**config.mk**
```make
export PLATFORM = sky130hd
export DESIGN_NAME = dpwp_front
export DESIGN_NICKNAME = d
export VERILOG_FILES = /design/src/rtl/dpwp_pkg.sv /design/src/rtl/dpwp_front.sv
export SDC_FILE = /design/constraint.sdc
export NUM_CORES = 2
export LEC_CHECK = 0
export BUFFER_PORTS_ARGS = -buffer_cell sky130_fd_sc_hd__buf_2
export CORE_AREA = 10 10 213 215
export CTS_CLUSTER_SIZE = 16
export DETAILED_ROUTE_END_ITERATION = 12
export DIE_AREA = 0 0 223 225
export GPL_TIMING_DRIVEN = 1
export HOLD_SLACK_MARGIN = 0.08
export PLACE_DENSITY = 0.83
export REMOVE_ABC_BUFFERS = 1
export SLEW_MARGIN = 20
export SYNTH_ARGS = -nofsm -noshare
export SYNTH_HDL_FRONTEND = slang
export SYNTH_SLANG_ARGS = --single-unit
```
**constraint.sdc**
```tcl
create_clock -name clk -period 9.1 [get_ports clk]
set_input_delay 1.82 -clock clk [delete_from_list [all_inputs] [get_ports clk]]
set_output_delay 1.82 -clock clk [all_outputs]
set_load 0.1 [all_outputs]
```
**src/rtl/dpwp_pkg.sv**
```systemverilog
// dpwp_pkg: shared types, widths, register codes and reset values for the
// depth pixel to world point block; no dependencies
package dpwp_pkg;

	localparam int PIX_W     = 12;
	localparam int RAW_W     = 16;
	localparam int SLOT_W    = 4;
	localparam int WORD_W    = 32;
	localparam int FRAC_W    = 16;
	localparam int CENTER_W  = 28;
	localparam int RANGE_W   = 23;
	localparam int MAG_W     = 28;
	localparam int POSE_SLOTS = 12;
	localparam int ADDR_W    = 5;
	localparam int REG_IDX_W = 3;

	localparam int COORD_BITS_DEF = 12;
	localparam int MID_DEPTH_DEF  = 4;
	localparam int OUT_DEPTH_DEF  = 8;

	localparam logic [REG_IDX_W-1:0] REG_DEPTH_UNIT  = 3'd0;
	localparam logic [REG_IDX_W-1:0] REG_INV_FOCAL_X = 3'd1;
	localparam logic [REG_IDX_W-1:0] REG_INV_FOCAL_Y = 3'd2;
	localparam logic [REG_IDX_W-1:0] REG_CENTER_X    = 3'd3;
	localparam logic [REG_IDX_W-1:0] REG_CENTER_Y    = 3'd4;
	localparam logic [REG_IDX_W-1:0] REG_MAX_RANGE   = 3'd5;
	localparam logic [REG_IDX_W-1:0] REG_MIN_RANGE   = 3'd6;

	localparam logic [WORD_W-1:0]   RST_DEPTH_UNIT  = 32'd4294967;
	localparam logic [WORD_W-1:0]   RST_INV_FOCAL_X = 32'd11184810;
	localparam logic [WORD_W-1:0]   RST_INV_FOCAL_Y = 32'd11184810;
	localparam logic [CENTER_W-1:0] RST_CENTER_X    = 28'd20971520;
	localparam logic [CENTER_W-1:0] RST_CENTER_Y    = 28'd15728640;
	localparam logic [RANGE_W-1:0]  RST_MAX_RANGE   = 23'd327680;
	localparam logic [RANGE_W-1:0]  RST_MIN_RANGE   = 23'd6554;

	typedef struct packed {
		logic [WORD_W-1:0]   depth_unit;
		logic [WORD_W-1:0]   inv_focal_x;
		logic [WORD_W-1:0]   inv_focal_y;
		logic [CENTER_W-1:0] center_x;
		logic [CENTER_W-1:0] center_y;
		logic [RANGE_W-1:0]  max_range;
		logic [RANGE_W-1:0]  min_range;
	} cfg_t;

	typedef struct packed {
		logic                     is_pose;
		logic                     miss;
		logic [RANGE_W-1:0]       depth;
		logic                     neg_x;
		logic [MAG_W-1:0]         mag_x;
		logic                     neg_y;
		logic [MAG_W-1:0]         mag_y;
		logic [SLOT_W-1:0]        slot;
		logic signed [WORD_W-1:0] word;
	} mid_item_t;

	typedef struct packed {
		logic signed [WORD_W-1:0] world_x;
		logic signed [WORD_W-1:0] world_y;
		logic signed [WORD_W-1:0] world_z;
		logic                     is_miss;
	} out_item_t;

	localparam int MID_W = $bits(mid_item_t);
	localparam int OUT_W = $bits(out_item_t);

endpackage

```
**src/rtl/dpwp_front.sv**
```systemverilog
// dpwp_front: takes items, scales raw depth, classifies hit, miss or drop,
// and forms pixel offsets; depends on dpwp_pkg
module dpwp_front #(
	parameter int COORD_BITS = dpwp_pkg::COORD_BITS_DEF,
	parameter int MID_DEPTH  = dpwp_pkg::MID_DEPTH_DEF
) (
	input  logic                                  clk,
	input  logic                                  arst_n,
	input  dpwp_pkg::cfg_t                        cfg,
	input  logic                                  push,
	output logic                                  full,
	input  logic                                  opcode,
	input  logic [dpwp_pkg::PIX_W-1:0]            pixel_col,
	input  logic [dpwp_pkg::PIX_W-1:0]            pixel_row,
	input  logic [dpwp_pkg::RAW_W-1:0]            raw_depth,
	input  logic [dpwp_pkg::SLOT_W-1:0]           pose_slot,
	input  logic signed [dpwp_pkg::WORD_W-1:0]    pose_word,
	input  logic [$clog2(MID_DEPTH+1)-1:0]        mid_count,
	output logic                                  mid_push,
	output dpwp_pkg::mid_item_t                   mid_item
);

	import dpwp_pkg::*;

	localparam int CNT_W  = $clog2(MID_DEPTH + 1);
	localparam int D_W    = CENTER_W + 1;
	localparam int PROD_W = RAW_W + WORD_W;
	localparam logic [PIX_W-1:0] COORD_MASK = PIX_W'((64'd1 << COORD_BITS) - 64'd1);

	logic                     accept;
	logic [PIX_W-1:0]         col_m;
	logic [PIX_W-1:0]         row_m;
	logic signed [D_W-1:0]    dx_in;
	logic signed [D_W-1:0]    dy_in;
	logic [PROD_W-1:0]        prod_in;

	logic                     v_s1;
	logic                     pose_s1;
	logic                     raw_zero_s1;
	logic [WORD_W-1:0]        depth_s1;
	logic signed [D_W-1:0]    dx_s1;
	logic signed [D_W-1:0]    dy_s1;
	logic [SLOT_W-1:0]        slot_s1;
	logic signed [WORD_W-1:0] word_s1;

	logic                     miss;
	logic                     drop;
	logic [D_W-1:0]           dx_abs;
	logic [D_W-1:0]           dy_abs;

	assign full   = ({1'b0, mid_count} + (CNT_W+1)'(v_s1)) >= (CNT_W+1)'(MID_DEPTH);
	assign accept = push && !full;

	assign col_m   = pixel_col & COORD_MASK;
	assign row_m   = pixel_row & COORD_MASK;
	assign dx_in   = $signed({1'b0, col_m, {FRAC_W{1'b0}}}) - $signed({1'b0, cfg.center_x});
	assign dy_in   = $signed({1'b0, row_m, {FRAC_W{1'b0}}}) - $signed({1'b0, cfg.center_y});
	assign prod_in = PROD_W'(raw_depth) * PROD_W'(cfg.depth_unit);

	always_ff @(posedge clk or negedge arst_n) begin
		if (!arst_n) begin
			v_s1 <= 1'b0;
		end else begin
			v_s1 <= accept;
		end
	end

	always_ff @(posedge clk) begin
		if (accept) begin
			pose_s1     <= opcode;
			raw_zero_s1 <= (raw_depth == '0);
			depth_s1    <= prod_in[PROD_W-1:FRAC_W];
			dx_s1       <= dx_in;
			dy_s1       <= dy_in;
			slot_s1     <= pose_slot;
			word_s1     <= pose_word;
		end
	end

	// zero or far reading is a miss at max range, too close is dropped
	assign miss   = raw_zero_s1 || (depth_s1 > WORD_W'(cfg.max_range));
	assign drop   = !miss && (depth_s1 < WORD_W'(cfg.min_range));
	assign dx_abs = dx_s1[D_W-1] ? D_W'(-dx_s1) : D_W'(dx_s1);
	assign dy_abs = dy_s1[D_W-1] ? D_W'(-dy_s1) : D_W'(dy_s1);

	assign mid_push = v_s1 && (pose_s1 || !drop);

	always_comb begin
		mid_item.is_pose = pose_s1;
		mid_item.miss    = miss;
		mid_item.depth   = miss ? cfg.max_range : depth_s1[RANGE_W-1:0];
		mid_item.neg_x   = dx_s1[D_W-1];
		mid_item.mag_x   = dx_abs[MAG_W-1:0];
		mid_item.neg_y   = dy_s1[D_W-1];
		mid_item.mag_y   = dy_abs[MAG_W-1:0];
		mid_item.slot    = slot_s1;
		mid_item.word    = word_s1;
	end

	a_mid_room: assert property (@(posedge clk) disable iff (!arst_n)
		mid_push |-> (mid_count < CNT_W'(MID_DEPTH)))
		else $error("front pushed into a full queue");

	a_s1_from_accept: assert property (@(posedge clk) disable iff (!arst_n)
		v_s1 |-> $past(push && !full))
		else $error("front stage holds an item that was never accepted");

endmodule

```
---- Word-level counts from Yosys, hierarchy flattened ----
Cells that the tools add are included.
storage, ports and cells
  register bits ........................... 129
  word-level logic and storage cells ...... 29
cells by class
  add/subtract/negate cells ............... 5
  multiply operators ...................... 1
  magnitude comparators ................... 3
  multiplexer cells ....................... 3
  reductions and logical operators ........ 9
operator list
  cell                                                               number
  subtractor 28 x 28 -> 29 bit                                       2
  two-way mux 28 bit                                                 2
  negation 28 bit                                                    2
  multiplier 16 x 32 -> 48 bit                                       1
  > comparator 32 x 23 -> 1 bit                                      1
  < comparator 32 x 23 -> 1 bit                                      1
  two-way mux 23 bit                                                 1
  zero test 16 bit                                                   1
  adder 3 x 1 -> 4 bit                                               1
  greater-or-equal comparator 4 x 3 -> 1 bit, second input constant  1
  logical AND 1 bit                                                  3
  zero test 1 bit                                                    3
  logical OR 1 bit                                                   2

---- Longest topological paths before layout ----
  word-level depth ........................ 7
  depth in mapped cells ................... 24
  gate-level depth less buffers ........... 22

---- Worst setup path before layout ----
OpenSTA, ideal clock, no wires.
  kind .................................... input port to flip-flop
  from .................................... input port mid_count[0]
  to ...................................... register v_s1
  setup time .............................. 0.689 ns
  data arrival time ....................... 7.686 ns
  required time ........................... 8.411 ns
  slack ................................... 0.725 ns
  cell stages on the path ................. 2
  cell sequence ........................... a31o_2 -> nor2_1
on the way
  word-level cells in the longest chain between the ends .. 4
ends and longest elaborated chain
  item                                        line              RTL
  from (decl)                                 dpwp_front.sv:18  input logic [$clog2(MID_DEPTH+1)-1:0] mid_count,
  adder 3 x 1 -> 4 bit                        dpwp_front.sv:51  assign full = ({1'b0, mid_count} + (CNT_W+1)'(v_s1)) >= (CNT_W+1)'(MID_DEPTH);
  greater-or-equal comparator 4 x 3 -> 1 bit  dpwp_front.sv:51
  zero test 1 bit                             dpwp_front.sv:52  assign accept = push && !full;
  logical AND 1 bit                           dpwp_front.sv:52
  named net accept                            dpwp_front.sv:30  logic accept;
  to (signal assigned)                        dpwp_front.sv:64  v_s1 <= accept;
  to (decl)                                   dpwp_front.sv:37  logic v_s1;
The timed path passes the listed nets, and every way through them passes these cells.
A chain may end at the register's enable or synchronous reset.

---- Final worst setup path ----
  from .................................... input port raw_depth[1] (netlist name)
  to ...................................... register depth_s1[24] (data pin)
on the way
  word-level cells in the longest chain between the ends .. 1
ends and longest elaborated chain
  item                          line              RTL
  from (decl)                   dpwp_front.sv:15  input logic [dpwp_pkg::RAW_W-1:0] raw_depth,
  multiplier 16 x 32 -> 48 bit  dpwp_front.sv:58  assign prod_in = PROD_W'(raw_depth) * PROD_W'(cfg.depth_unit);
  named net prod_in[40]         dpwp_front.sv:35  logic [PROD_W-1:0] prod_in;
  to (signal assigned)          dpwp_front.sv:72  depth_s1 <= prod_in[PROD_W-1:FRAC_W];
  to (decl)                     dpwp_front.sv:40  logic [WORD_W-1:0] depth_s1;
The timed path passes the listed nets, and every way through them passes these cells.

==> impl_metrics.toml <==
[synth]
netlist-cell-type-count = 67
synth_edf_count = 128
synth.area.top_cells = "fa_1 34%, edfxtp_1 16%, ha_1 9.8%, inv_1 8.4%, nand2_1 5.8%"
synthesis.area_um2 = 24300
ys_warn_count = 0
ys_seq_area_share_pct = 15.9
netlist_instances = 2610
netlist.top_cell.by_area = "fa_1"
syn_area_per_cell_um2 = 9.30
synth_seq_cells = 129
ys.flop_type = "edfxtp_1"
async_reset_ff_share_pct = 0.775
synth_top_area_share_pct = 34.4

[detailed_routing]
routed_wl_um = 73300
post_drt_wl_per_cell_um = 21.3
dr.pass1.iters = 6
viasPerCell = 5.76
detail-route-antenna-nets = 0
drt-initial-drc-count = 1853
vias = 19900
drcViolationCount = 0

[die]
io_pins = 402
rows = 75
start_util_pct = 58.6
core_um2 = 41400
die_x_um = 223
die-area_um2 = 50200
fp.dieH_um = 225

[clock_network]
cts_tree = "yes"
clk_path_buf_depth = 2
cts_max_level = 4
cts_resized = 0
cts-root-buf = "clkbuf_16"
clkTransAtPathRegs_ps = 60
clock_sinks = 129
cts_inserted_buffers = 17
holdBufCountCts = 0
post-cts-setup-buffers = 0
insertion_delay_ps = 430

[critical_path]
critical_path_class = "in -> reg"
critical_path_required_ps = 9270
end_kind = "flip-flop"
worstPathArrival_ps = 8420
cp_max_fo = 33
critical_path.startpoint_type = "input port"

[grt]
grt_pass1_vias = 21100
grt_first_pass_wirelength_um = 114000
grt_remaining_overflow = 0
antenna_found_initial = 16
grt_max_degree = 72
grt_util_all_layers_pct = 28.9

[cells_and_area]
area_growth_pct = 11.2
final_common_cell = "inv_1"
final_area_um2 = 27000
layout-drive-gt1-share_pct = 14.9
nets = 3767
final_cell_mix = "541 x inv_1, 417 x fa_1, 376 x nand2_1, 337 x buf_2, 213 x and2_1"
fill_cells = 3249

[timing]
drv_slew = 0
period_needed_ps = 8250
max_freq_mhz = 121
worst_slew_pin_slew_ps = 924
hold_violations = 0
period_share_pct = 90.6
setup_tns_ps = 0
skew_ps = 6.02
relSlewSlack_pct = 38.4
setup_viol = 0
rsz0062_at_grt = "no"

[place]
gp_congestion = 0.960
place_hpwl_um = 59700
post_dp_cell_area_um2 = 26400
numPortBuffers = 337

[flow_run]
drv_cap = 0

[min_path]
hold_path_class = "in -> async"

[outcome]
outcome = "finished clean"
[path summary, 6_finish.rpt]
path / startpoint / endpoint / slack (ps) / depth (start not counted)
max: raw_depth[1] / depth_s1[24]$_DFFE_PP_ / 850 / 20
min: arst_n / v_s1$_DFF_PN0_ / 1150 / 1
max reg2reg: v_s1$_DFF_PN0_ / depth_s1[5]$_DFFE_PP_ / 7110 / 3
min reg2reg: v_s1$_DFF_PN0_ / v_s1$_DFF_PN0_ / 1320 / 3
max in group asynchronous: arst_n / v_s1$_DFF_PN0_ / 7870 / 1
min in group clk: v_s1$_DFF_PN0_ / v_s1$_DFF_PN0_ / 1320 / 3
[critical path, cell delays in order]
cell,delay (ps)
buf_2,640
nand2_1,160
fa_1,550
fa_1,450
fa_1,520
inv_1,50
fa_1,480
fa_1,560
inv_1,60
fa_1,530
inv_1,80
ha_1,440
nand2_1,90
nor4_1,340
o211ai_1,200
a211oi_1,400
a21oi_1,250
o31ai_2,480
a31oi_1,170
xnor2_1,160
[routing by layer]
layer / track usage [%] / wire length [µm]
met2: 48.2 / 35200
met4: 12.4 / 3070
met5: 0 / 23
met1: 34.8 / 27000
met3: 7.59 / 7920
[synthesized netlist by cell type (5+ instances only)]
cell type / n
and3_1: 8
o21ai_0: 55
xor2_1: 38
xnor2_1: 95
buf_4: 6
nand2_1: 376
o31ai_1: 14
inv_1: 541
ha_1: 190
fa_1: 417
o21bai_1: 15
a2111oi_0: 5
or4_1: 16
a21o_1: 35
and2_1: 213
edfxtp_1: 128
clkbuf_1: 96
o211ai_1: 9
o41ai_1: 7
nand2b_1: 9
nand4_1: 23
a31oi_1: 8
nor4_1: 20
a21oi_1: 86
mux2_2: 22
o21a_1: 13
a211o_1: 5
nand3_1: 15
a211oi_1: 5
nor2_1: 49
nor3_1: 14
nor2b_1: 8
[logic make-up (layout without fill, tap and decap cells)]
family / count (synthesis) / after routing / synth area share (%)
adder cells (fa/ha/maj): 607 / 607 / 44.2
flip-flops: 129 / 129 / 15.9
AND/OR/NAND/NOR: 784 / 784 / 16.2
buffers and inverters: 646 / 928 / 10.1
other: 0 / 14 / 0
AO/OA/AOI/OAI: 287 / 287 / 7.69
multiplexers: 24 / 24 / 1.11
XOR/XNOR: 133 / 133 / 4.80
[state kept, by name, summed over array words and instances (netlist names)]
register	count
dy_s1	29
dx_s1	29
depth_s1	32
slot_s1	4
v_s1	1
pose_s1	1
word_s1	32
raw_zero_s1	1
[area by class of cell]
| class | count | area, µm² | area share [%] |
|---|---|---|---|
| Multi-Input combinational cell | 1835 | 18000 | 66.5 |
| Sequential cell | 129 | 3870 | 14.3 |
| Inverter | 541 | 2030 | 7.52 |
| Timing Repair Buffer | 355 | 1820 | 6.75 |
| Tap cell | 539 | 674 | 2.50 |
| Clock buffer | 18 | 429 | 1.59 |
| Clock inverter | 14 | 179 | 0.663 |
| Antenna cell | 14 | 35.0 | 0.130 |
[through the flow]
stage	cells	worst slack, ps	utilization, %	hold WS [ps]
finish	3445	854	65.2	1150
global route	3442	681	65.2	1140
CTS	3431	957	65.1	1130
detailed placement	3399	499	63.7	1310
global placement	3399	588	63.7	1310
floorplan	2505	725	-	1520
Power is not shown: default switching activity piles up to over one toggle a cycle in this logic, so the estimate is an artifact.
