==> src/rtl/dpwp_pkg.sv <==
// dpwp_pkg: shared types, widths, register codes and reset values for the
// depth pixel to world point block; no dependencies
package dpwp_pkg;

	localparam int PIX_W     = 12;
	localparam int RAW_W     = 16;
	localparam int SLOT_W    = 4;
	localparam int WORD_W    = 32;
	localparam int FRAC_W    = 16;
	localparam int CENTER_W  = 28;
	localparam int RANGE_W   = 23;
	localparam int MAG_W     = 28;
	localparam int POSE_SLOTS = 12;
	localparam int ADDR_W    = 5;
	localparam int REG_IDX_W = 3;

	localparam int COORD_BITS_DEF = 12;
	localparam int MID_DEPTH_DEF  = 4;
	localparam int OUT_DEPTH_DEF  = 8;

	localparam logic [REG_IDX_W-1:0] REG_DEPTH_UNIT  = 3'd0;
	localparam logic [REG_IDX_W-1:0] REG_INV_FOCAL_X = 3'd1;
	localparam logic [REG_IDX_W-1:0] REG_INV_FOCAL_Y = 3'd2;
	localparam logic [REG_IDX_W-1:0] REG_CENTER_X    = 3'd3;
	localparam logic [REG_IDX_W-1:0] REG_CENTER_Y    = 3'd4;
	localparam logic [REG_IDX_W-1:0] REG_MAX_RANGE   = 3'd5;
	localparam logic [REG_IDX_W-1:0] REG_MIN_RANGE   = 3'd6;

	localparam logic [WORD_W-1:0]   RST_DEPTH_UNIT  = 32'd4294967;
	localparam logic [WORD_W-1:0]   RST_INV_FOCAL_X = 32'd11184810;
	localparam logic [WORD_W-1:0]   RST_INV_FOCAL_Y = 32'd11184810;
	localparam logic [CENTER_W-1:0] RST_CENTER_X    = 28'd20971520;
	localparam logic [CENTER_W-1:0] RST_CENTER_Y    = 28'd15728640;
	localparam logic [RANGE_W-1:0]  RST_MAX_RANGE   = 23'd327680;
	localparam logic [RANGE_W-1:0]  RST_MIN_RANGE   = 23'd6554;

	typedef struct packed {
		logic [WORD_W-1:0]   depth_unit;
		logic [WORD_W-1:0]   inv_focal_x;
		logic [WORD_W-1:0]   inv_focal_y;
		logic [CENTER_W-1:0] center_x;
		logic [CENTER_W-1:0] center_y;
		logic [RANGE_W-1:0]  max_range;
		logic [RANGE_W-1:0]  min_range;
	} cfg_t;

	typedef struct packed {
		logic                     is_pose;
		logic                     miss;
		logic [RANGE_W-1:0]       depth;
		logic                     neg_x;
		logic [MAG_W-1:0]         mag_x;
		logic                     neg_y;
		logic [MAG_W-1:0]         mag_y;
		logic [SLOT_W-1:0]        slot;
		logic signed [WORD_W-1:0] word;
	} mid_item_t;

	typedef struct packed {
		logic signed [WORD_W-1:0] world_x;
		logic signed [WORD_W-1:0] world_y;
		logic signed [WORD_W-1:0] world_z;
		logic                     is_miss;
	} out_item_t;

	localparam int MID_W = $bits(mid_item_t);
	localparam int OUT_W = $bits(out_item_t);

endpackage

==> src/rtl/dpwp_fifo.sv <==
// dpwp_fifo: small register queue with occupancy count
// used between front and back and on the result side; depends on dpwp_pkg
module dpwp_fifo #(
	parameter int WIDTH = dpwp_pkg::MID_W,
	parameter int DEPTH = dpwp_pkg::MID_DEPTH_DEF
) (
	input  logic                       clk,
	input  logic                       arst_n,
	input  logic                       push,
	input  logic [WIDTH-1:0]           wdata,
	input  logic                       pop,
	output logic [WIDTH-1:0]           rdata,
	output logic                       empty,
	output logic [$clog2(DEPTH+1)-1:0] count
);

	localparam int PTR_W = (DEPTH > 1) ? $clog2(DEPTH) : 1;
	localparam int CNT_W = $clog2(DEPTH + 1);
	localparam logic [PTR_W-1:0] LAST = PTR_W'(DEPTH - 1);

	logic [WIDTH-1:0] mem [DEPTH];
	logic [PTR_W-1:0] wr_q;
	logic [PTR_W-1:0] rd_q;
	logic [CNT_W-1:0] count_q;

	always_ff @(posedge clk) begin
		if (push) begin
			mem[wr_q] <= wdata;
		end
	end

	always_ff @(posedge clk or negedge arst_n) begin
		if (!arst_n) begin
			wr_q    <= '0;
			rd_q    <= '0;
			count_q <= '0;
		end else begin
			if (push) begin
				wr_q <= (wr_q == LAST) ? '0 : wr_q + 1'b1;
			end
			if (pop) begin
				rd_q <= (rd_q == LAST) ? '0 : rd_q + 1'b1;
			end
			case ({push, pop})
				2'b10:   count_q <= count_q + 1'b1;
				2'b01:   count_q <= count_q - 1'b1;
				default: count_q <= count_q;
			endcase
		end
	end

	assign rdata = mem[rd_q];
	assign empty = (count_q == '0);
	assign count = count_q;

endmodule

==> config.mk <==
export PLATFORM = sky130hd
export DESIGN_NAME = dpwp_fifo
export DESIGN_NICKNAME = d
export VERILOG_FILES = /design/src/rtl/dpwp_pkg.sv /design/src/rtl/dpwp_fifo.sv
export SDC_FILE = /design/constraint.sdc
export NUM_CORES = 1
export LEC_CHECK = 0
export ABC_AREA = 1
export BUFFER_PORTS_ARGS = -buffer_cell sky130_fd_sc_hd__buf_4
export CORE_UTILIZATION = 50
export DETAILED_ROUTE_END_ITERATION = 7
export PLACE_DENSITY = 0.76
export RECOVER_POWER = 25
export SYNTH_ARGS = -nofsm -noshare
export SYNTH_HDL_FRONTEND = slang
export SYNTH_SLANG_ARGS = --single-unit
==> constraint.sdc <==
create_clock -name clk -period 8.6 [get_ports clk]
set_input_delay 2.15 -clock clk [delete_from_list [all_inputs] [get_ports clk]]
set_output_delay 2.15 -clock clk [all_outputs]
set_load 0.01 [all_outputs]
# After elaboration in Yosys (flattened, before gate mapping)
# Memories as Yosys holds them, arrays and structs flattened.
# Index checks and enable logic that the tools add are counted.
[word_totals] reg_bits=7 latchBits=0 ramBits=476 rom_bits=0 inputBits=123 out_inout_bits=123 word_cells=19 mem_count=1
[memory_table] memory="mem" words=4 width=119 read_ports=1 rd_ports_with_merged_regs=0 write_ports=1 line_no="dpwp_fifo.sv:21" text="logic [WIDTH-1:0] mem [DEPTH];"
[op_classes] addsub=4 multipliers=0 div_mod_pow=0 order_cmp=0 eq_ne=4 n_shift=0 muxes=5 n_bitwise=0 n_reduce_logical=2
[op_table] op="2-bit equality test (second input constant)" n=3
[op_table] op="3-bit one-hot mux with 2 select lines" n=1
[op_table] op="2-bit by 1-bit adder with 2-bit output (second input constant)" n=2
[op_table] op="2-bit 2-to-1 mux" n=2
[op_table] op="3-bit by 1-bit adder with 3-bit output (second input constant)" n=1
[op_table] op="3-bit logical NOT" n=1
[op_table] op="3-bit by 1-bit subtractor with 3-bit output (second input constant)" n=1
[op_table] op="2-bit by 1-bit equality test with 1-bit output (second input constant)" n=1
[op_table] op="1-bit 2-to-1 mux" n=2
[op_table] op="2-bit nonzero test" n=1

# Depth between registers and ports, before layout
# Gate-level depths: netlist (run 1).
[depth] ltp_word=2 mapped_depth=10 mapped_depth_nobuf=9

# Worst setup path before layout (run 1)
# No wires, ideal clock.
[synth_timing] path_type="input to register" from="input port push" to="memory mem[3][0] (netlist name) (enable)" arrival_time_ns=4.766 t_required_ns=8.127 path_slack_ns=3.361 stages=3 cell_sequence="clkbuf_1 nand2_1 inv_1"
[synth_between] elab_chain_cells=2
[synth_lines] item="start, declared" line_no="dpwp_fifo.sv:9" text="input logic push,"
[synth_lines] item="1-bit 2-to-1 mux" line_no="dpwp_fifo.sv:27" text="if (push) begin"
[synth_lines] item="1-bit 2-to-1 mux (not written as such)" line_no="dpwp_fifo.sv:28" text="mem[wr_q] <= wdata;"
[synth_lines] item="end, declared" line_no="dpwp_fifo.sv:21"
# No other way between the ends.

# Worst setup path after layout (run 1)
[layout_timing] from="register rd_q[0]" to="output port rdata[44]"
[layout_between] elab_chain_cells=1
[layout_lines] item="start, declared" line_no="dpwp_fifo.sv:23" text="logic [PTR_W-1:0] rd_q;"
[layout_lines] item="start signal, assigned" line_no="dpwp_fifo.sv:42" text="rd_q <= (rd_q == LAST) ? '0 : rd_q + 1'b1;"
[layout_lines] item="memory 4 x 119 bit"
[layout_lines] item="end, declared" line_no="dpwp_fifo.sv:12" text="output logic [WIDTH-1:0] rdata,"
# No other way between the ends.

==> results.toml, run 1 <==
[clocking]
clk_path_buf_depth = 3
cts_max_level = 2
clk_latency_ps = 570
path_clk_slew_ps = 60
cts_resized = 0
cts_buffers = 48
holdBufCountCts = 0
tritoncts = "built"
numClockSinks = 483
cts-root-buf = "clkbuf_16"
postCtsSetupBuffers = 0

[die]
pin_count = 246
fp.dieH_um = 199
die_w_um = 199
initial_core_util_pct = 51.1
design.die.area_um2 = 39500
rows = 71
coreArea_um2 = 37800

[global_routing]
grt.met1_usage_pct = 24.8
grt_pass1_vias = 11100
top_usage_layer = "met2"
antenna_found_initial = 4
grt_pass1_wl_um = 58500
gr-total-overflow = 0
grt_max_degree = 293
met2_usage_pct = 32.7
grt_usage_pct = 19.6
use_met3_pct = 4.71

[run_status]
status = "complete, no violations"

[yosys]
synth-seq-cells = 483
synthCells = 1441
synthArstFlopShare_pct = 1.45
post-synth-top-count-cell = "edfxtp_1"
avgSynthCellArea_um2 = 13.4
ys_warn_count = 0
synth_ff_type = "edfxtp_1"
synth_top_cells_by_count = "476 x edfxtp_1, 370 x nand2_1, 252 x inv_1, 238 x o211ai_1, 37 x buf_2"
ys_types = 17
yosys-top-cells-area = "edfxtp_1 74%, o211ai_1 9.2%, nand2_1 7.2%, inv_1 4.9%, buf_6 2.0%"
synth_area_um2 = 19400
synth_fp_nets = 1571
synth_seq_area_share_pct = 74.8
synth_top_cell_by_area = "edfxtp_1"
synth.top_cell.area_share_pct = 73.9
synth-edff-count = 476

[routing]
routed-via-count = 11200
routed_wirelength_um = 38100
via_per_inst = 5.06
wl_per_cell_um = 17.2
dr.pass1.iters = 5
drtIter0Drc = 593
ant_nets = 0
drc = 0

[power]
switchingPower_mw = 2.44
power_density_nw_per_um2 = 333
power_frac_clock_pct = 26.5
internal_power_mw = 5.07
combPwrFrac_pct = 31.5
ir_drop_uv = 202
p_leak_nw = 8.91
switching_share_pct = 32.5
seq_power_share_pct = 42.0

[timing]
maxSlewHeadroom_pct = 21.5
fin_ws_ps = 3130
fmax_mhz = 183
setup_tns_ps = 0
maxSlewViolCount = 0
min_period_ps = 5470
tightest_slew_ps = 1180
fin_skew_ps = 15.4
hold_viol = 0
finalCritPeriodShare_pct = 63.6
rsz0062_at_grt = "no"
setup_viol = 0
whs_ps = 536

[critical_path]
reg2reg_from = "rd_q[1]"
cp-startpoint = "rd_q[0]"
crit_type = "reg2out"
cp_data_required_time_ps = 6450
crit_fanout = 292
critPathArrivalTime_ps = 3320
reg2reg_depth = 3
startpoint_type = "register"
end_kind = "output port"
r2r_end = "rd_q[1]"
r2r_setup_slack_ps = 5990

[placement]
dp_hpwl_um = 21500
numPortBuffers = 245
routabilityCongestion = 0.734
place_ws_ps = 3720

[final_layout]
area_growth_pct = 16.5
post_route_cells_drive_above_1_share_pct = 14.9
final_nets = 1795

[hold_path]
hold_class = "reg2reg"
min_from = "count[2]"
worstHoldEndpoint = "count[2]"
hold_path_depth = 2

[run]
cap_violations = 0
## area by class of cell
class / count / area, um^2
well taps: 511 / 639
fillers: 2912 / 15300
clock buffers: 58 / 1260
flip-flops and latches: 483 / 14500
diodes: 3 / 7.51
clock inverters: 28 / 226
multi-input cells: 626 / 3330
inverters: 253 / 985
repair buffers: 253 / 1630
## layer usage
| metal | wire, um | up-vias | share of wire (%) |
|---|---|---|---|
| met4 | 909 | 2 | 2.4 |
| met5 | 13 | - | 0.034 |
| met2 | 18500 | 275 | 49 |
| li1 | - | 5510 | - |
| met1 | 16200 | 5371 | 42 |
| met3 | 2520 | 58 | 6.6 |
## power groups by stage
stage          sequential (mW)  clock [mW]  combinational, mW
2_1_floorplan             3.17           0               1.51
3_3_place_gp              3.19           0               2.37
3_5_place_dp              3.20           0               2.42
4_1_cts                   3.16        2.03               2.43
5_1_grt                   3.18        2.12               2.63
6_report                  3.15        1.99               2.37
## metrics by stage
stage | util, % | instance area (um^2) | instances | power [mW]
finish | 59.6 | 22500 | 2215 | 7.50
floorplan | - | 19400 | 1441 | 4.68
global placement | 56.3 | 21300 | 2126 | 5.56
CTS | 60.3 | 22800 | 2212 | 7.61
global route | 59.6 | 22500 | 2213 | 7.93
detailed placement | 56.3 | 21300 | 2126 | 5.62
## logic make-up (layout without fill, tap and decap cells)
family                     Yosys count  count (layout)  share of synthesized area (%)
AOI/OAI and AO/OA                  243             243                           9.36
xor gates and xnor gates             1               1                         0.0453
adders and majority gates            7               7                          0.491
buffers and inverters              332             592                           8.05
DFF                                483             483                           74.8
other                                0               3                              0
and+or+nand+nor                    375             375                           7.30
## placed cells by master, fill, tap and decap left out, types with 2 or more instances in the layout
cell type  count
nor2_1         2
o21ai_0        5
clkinv_1      11
nand2_1      370
edfxtp_1     476
ha_1           6
bufinv_16      4
clkbuf_1      82
buf_4        180
inv_1        247
clkbuf_16     49
clkinv_2      13
diode_2        3
o211ai_1     238
inv_6          4
dfrtp_1        6
## worst max-delay path, stage by stage, from the launching register on
cell      delay [ps]
dfrtp_1          460
clkinv_8         720
buf_4            810
nand2_1          140
o211ai_1         130
nand2_1          120
buf_4            160
## flip-flops by register name, summed over array words and instances (netlist names)
register	cells
rd_q	2
count	3
mem	476
wr_q	2
## worst max path at each step
stage | end | slack [ps] | cells after the start
floorplan | mem[3][0] | 3360 | 3
global placement | rdata[115] | 3730 | 5
detailed placement | rdata[1] | 3720 | 5
CTS | rdata[1] | 3110 | 5
global route | rdata[71] | 2920 | 6
finish | rdata[44] | 3130 | 6
Note: power is estimated with default switching activity, not from simulation.
==> run 2, diff against run 1 <==
- PLACE_DENSITY: 0.76 -> 0.79
- clock period: 8.6 -> 4.9 ns (I/O delays scaled with it)
==> run 2 against run 1 <==
Global-route usage is 0.50 points lower. Worst hold slack hardly changed. Clock skew hardly changed. Wire length is 1.2% lower. Die area stayed put. Non-clock buffer count is 3 higher. Via count is 1.6% higher. Sequential cell count stayed put. Combinational power is 81% higher. Design area is 0.67% higher. Setup slack worse by 2300 ps. First-iteration DRC count is 16% lower. Critical endpoint is now rdata[96]. Highest routed layer is now met4.
==> results.toml, run 2 (synthesis gave the netlist of run 1 again) <==
[critical_path]
crit_fanout = 171
startpoint_type = "register"
end_kind = "output port"
crit_type = "reg2out"
cp_data_required_time_ps = 3670
reg2reg_depth = 5
critPathArrivalTime_ps = 2850

[clocking]
cts_max_level = 2
clk_latency_ps = 570
path_clk_slew_ps = 60
cts_resized = 0
tritoncts = "built"
cts-root-buf = "clkbuf_16"
cts_buffers = 48
clk_path_buf_depth = 3
postCtsSetupBuffers = 0
holdBufCountCts = 0
numClockSinks = 483

[timing]
fmax_mhz = 245
hold_viol = 0
finalCritPeriodShare_pct = 83.2
rsz0062_at_grt = "no"
setup_tns_ps = 0
maxSlewViolCount = 0
setup_viol = 0
min_period_ps = 4080
maxSlewHeadroom_pct = 43.6
tightest_slew_ps = 846
fin_skew_ps = 15.8

[final_layout]
largest_reg_flops = 476
final_nets = 1798
post_route_cells_drive_above_1_share_pct = 15.2
final_cell_mix = "476 x edfxtp_1, 370 x nand2_1, 247 x inv_1"
stdcell_count = 2221
area_growth_pct = 17.3
final_common_cell = "edfxtp_1"
regMostFlops = "mem"

[placement]
numPortBuffers = 245
placed_cells = 2129
dp_hpwl_um = 21000
routabilityCongestion = 0.740

[global_routing]
gr-total-overflow = 0
grt_usage_pct = 19.1
grt_pass1_wl_um = 57300
antenna_found_initial = 2
grt_pass1_vias = 11200
grt_max_degree = 172

[routing]
dr.pass1.iters = 4
routed_wirelength_um = 37700
wl_per_cell_um = 17.0
ant_nets = 0
via_per_inst = 5.13
routed-via-count = 11400
drc = 0
drtIter0Drc = 500

[run]
cap_violations = 0

[power]
ir_drop_uv = 559
power_density_nw_per_um2 = 585
p_leak_nw = 8.96
totalPowerFinal_mw = 13.3

[die]
coreArea_um2 = 37800
pin_count = 246
fp.dieH_um = 199
initial_core_util_pct = 51.1
rows = 71
design.die.area_um2 = 39500
die_w_um = 199

[run_status]
status = "complete, no violations"

[hold_path]
hold_path_depth = 1
hold_class = "reg2reg"
run 2: cell types whose count changed in the layout (fill, tap and decap cells not counted):
cell,before,now
clkbuf_1,82,86
clkinvlp_4,0,1
inv_6,4,7
buf_4,180,173
buf_12,0,8
clkinv_4,0,1
clkinv_1,11,7
run 2: worst paths after layout:
kind / end / slack, ps / startpoint
max in group asynchronous: rd_q[1] / 3980 / arst_n
worst max-delay path: rdata[96] / 820 / rd_q[0]
worst min-delay path: count[0] / 540 / count[0]
min in group asynchronous: count[0] / 580 / arst_n
worst min register to register: count[0] / 540 / count[0]
worst max register to register: mem[2][111] / 2770 / wr_q[0]
run 2: stage by stage:
step | setup WS [ps] | instance area, um^2 | hold WS [ps] | util, %
floorplan | 586 | 19400 | 539 | -
finish | 823 | 22700 | 536 | 60.0
CTS | 916 | 23000 | 435 | 60.7
detailed placement | 1560 | 21400 | 526 | 56.7
global route | 713 | 22700 | 568 | 59.9
global placement | 1650 | 21400 | 510 | 56.7
run 2: layout make-up:
| cell class | instances | area [um^2] |
|---|---|---|
| fillers | 2862 | 15100 |
| flip-flops and latches | 483 | 14500 |
| multi-input cells | 626 | 3330 |
| repair buffers | 256 | 1740 |
| clock buffers | 60 | 1270 |
| inverters | 253 | 985 |
| well taps | 511 | 639 |
| clock inverters | 29 | 254 |
| diodes | 3 | 7.51 |
run 2: where the power goes:
part | leakage [nW] | internal [mW] | total (mW) | switching (mW)
Sequential | 4.46 | 5.29 | 5.46 | 0.163
Clock | 0.753 | 2.05 | 3.51 | 1.46
Combinational | 3.75 | 1.62 | 4.30 | 2.68
Total | 8.96 | 8.96 | 13.3 | 4.31
run 2: layer usage:
layer  vias to the layer above  routed length, um  track usage (%)
met5                         -                  0                0
met4                         0                896             6.70
met3                        75               2490             5.49
met2                       292              19000             32.9
met1                      5511              15300             22.7
li1                       5518                  -                -
run 2: worst max-delay path, stage by stage, from the launching register on:
cell      delay [ps]
dfrtp_1          480
clkinv_8         390
buf_12           480
o211ai_1         340
nand2_1          120
buf_4            160
==> run 3, diff against run 2 <==
- clock period: 4.9 -> 3.72 ns (I/O delays scaled with it)
==> run 3 against run 2 <==
First-iteration DRC count is 25% higher. Critical path depth is the same. Total power grew 31%. Worst hold slack got worse by 220 ps. Core utilization increased by 0.060 points. Combinational power up 34%. Global-route usage increased by 0.42 points. Largest cell class unchanged. Die area unchanged. Sequential share of layout area shrank 0.063 points. Clock skew is 2.8 ps lower. Critical endpoint is now rdata[47]. Highest routed layer is now met5. Clock-buffer cell count stayed put.
==> results.toml, run 3 (synthesis gave the netlist of run 1 again) <==
[run_status]
status = "complete, no violations"

[power]
totalPowerFinal_mw = 17.3
p_leak_nw = 8.95
power_density_nw_per_um2 = 763
ir_drop_uv = 456

[final_layout]
final_nets = 1810
regMostFlops = "mem"
post_route_cells_drive_above_1_share_pct = 15.2
fillCellCount = 2938
final_common_cell = "edfxtp_1"
multiInputGateArea_um2 = 3330
largest_reg_flops = 476
area_growth_pct = 17.4
final_cell_mix = "476 x edfxtp_1, 370 x nand2_1, 247 x inv_1"
fin_area_um2 = 22700
seqCellArea_um2 = 14500

[critical_path]
r2r_end = "mem[1][42]"
crit_type = "reg2out"
r2r_setup_slack_ps = 1610
reg2reg_depth = 5
critPathArrivalTime_ps = 2460
cp_data_required_time_ps = 2790
crit_fanout = 144
cp-startpoint = "rd_q[0]"
end_kind = "output port"
startpoint_type = "register"
reg2reg_from = "wr_q[1]"

[global_routing]
grt_max_degree = 145
use_met3_pct = 5.53
grt_usage_pct = 19.5
antenna_found_initial = 4
gr-total-overflow = 0
grt_pass1_vias = 11100
grt.met1_usage_pct = 24.1
top_usage_layer = "met2"
grt_pass1_wl_um = 58300
met2_usage_pct = 33.1

[timing]
setup_viol = 0
hold_viol = 0
tightest_slew_ps = 739
fin_ws_ps = 330
fin_skew_ps = 13.0
rsz0062_at_grt = "no"
setup_tns_ps = 0
whs_ps = 320
fmax_mhz = 295
min_period_ps = 3390
maxSlewHeadroom_pct = 50.7
finalCritPeriodShare_pct = 91.1
maxSlewViolCount = 0

[routing]
drc = 0
drtIter0Drc = 627
dr.pass1.iters = 5
wl_per_cell_um = 17.1
ant_nets = 0
routed-via-count = 11300
routed_wirelength_um = 38100
via_per_inst = 5.06

[die]
pin_count = 246
rows = 71
design.die.area_um2 = 39500
fp.dieH_um = 199
coreArea_um2 = 37800
die_w_um = 199
initial_core_util_pct = 51.1

[placement]
routabilityCongestion = 0.753
dpl_cell_area_um2 = 21600
dp_hpwl_um = 22300
place_ws_ps = 930
numPortBuffers = 245

[clocking]
clk_path_buf_depth = 3
postCtsSetupBuffers = 0
tritoncts = "built"
holdBufCountCts = 0
cts_resized = 0
clk_latency_ps = 560
cts-root-buf = "clkbuf_16"
numClockSinks = 483
path_clk_slew_ps = 60
cts_max_level = 2
cts_buffers = 48

[hold_path]
hold_class = "in2async"

[run]
cap_violations = 0
==> run 3: changes by cell type in the layout (fill, tap and decap cells not counted), sizes merged <==
cell      change
bufinv        -3
buf          +10
inv           -5
clkinv        +2
clkbuf        +2
clkinvlp      +4
==> run 3: final cells by class <==
cell class                 count  area share, %
tap                          511           2.81
multi-input combinational    626           14.7
inverter                     253           4.31
sequential                   483           63.7
antenna                        3         0.0330
timing repair buffer         268           8.19
clock buffer                  60           5.58
clock inverter                27          0.711
==> run 3: worst max-delay path by stage <==
stage | end | slack (ps) | cells past startpoint
final | rdata[47] | 330 | 5
after global routing | rdata[47] | 160 | 5
after CTS | rdata[47] | 280 | 5
after detailed placement | rdata[41] | 930 | 5
after global placement | rdata[42] | 1010 | 5
after floorplan | mem[3][0] | 370 | 3
==> run 3: per-stage QoR <==
step | util (%) | instances
after detailed placement | 57.0 | 2141
after global placement | 57.0 | 2141
after floorplan | - | 1441
final | 60.0 | 2231
after CTS | 60.8 | 2228
after global routing | 60.0 | 2229
==> run 3: critical path: stages (launching register included) <==
cell      delay (ps)
dfrtp_1          480
clkinv_8         430
buf_12           400
o211ai_1         250
nand2_1          100
buf_4            150
==> run 3: power breakdown <==
part | switching (mW) | internal [mW]
registers | 0.209 | 6.97
logic | 3.56 | 2.20
clock network | 1.92 | 2.48
total | 5.69 | 11.7
==> run 3: routing by layer <==
metal  part of all wire, %  routed length, um  up-vias
met2                    49              18800      285
met3                   7.2               2760       66
met1                    41              15800     5419
met4                   2.0                765        4
met5                 0.060                 23        -
li1                      -                  -     5514
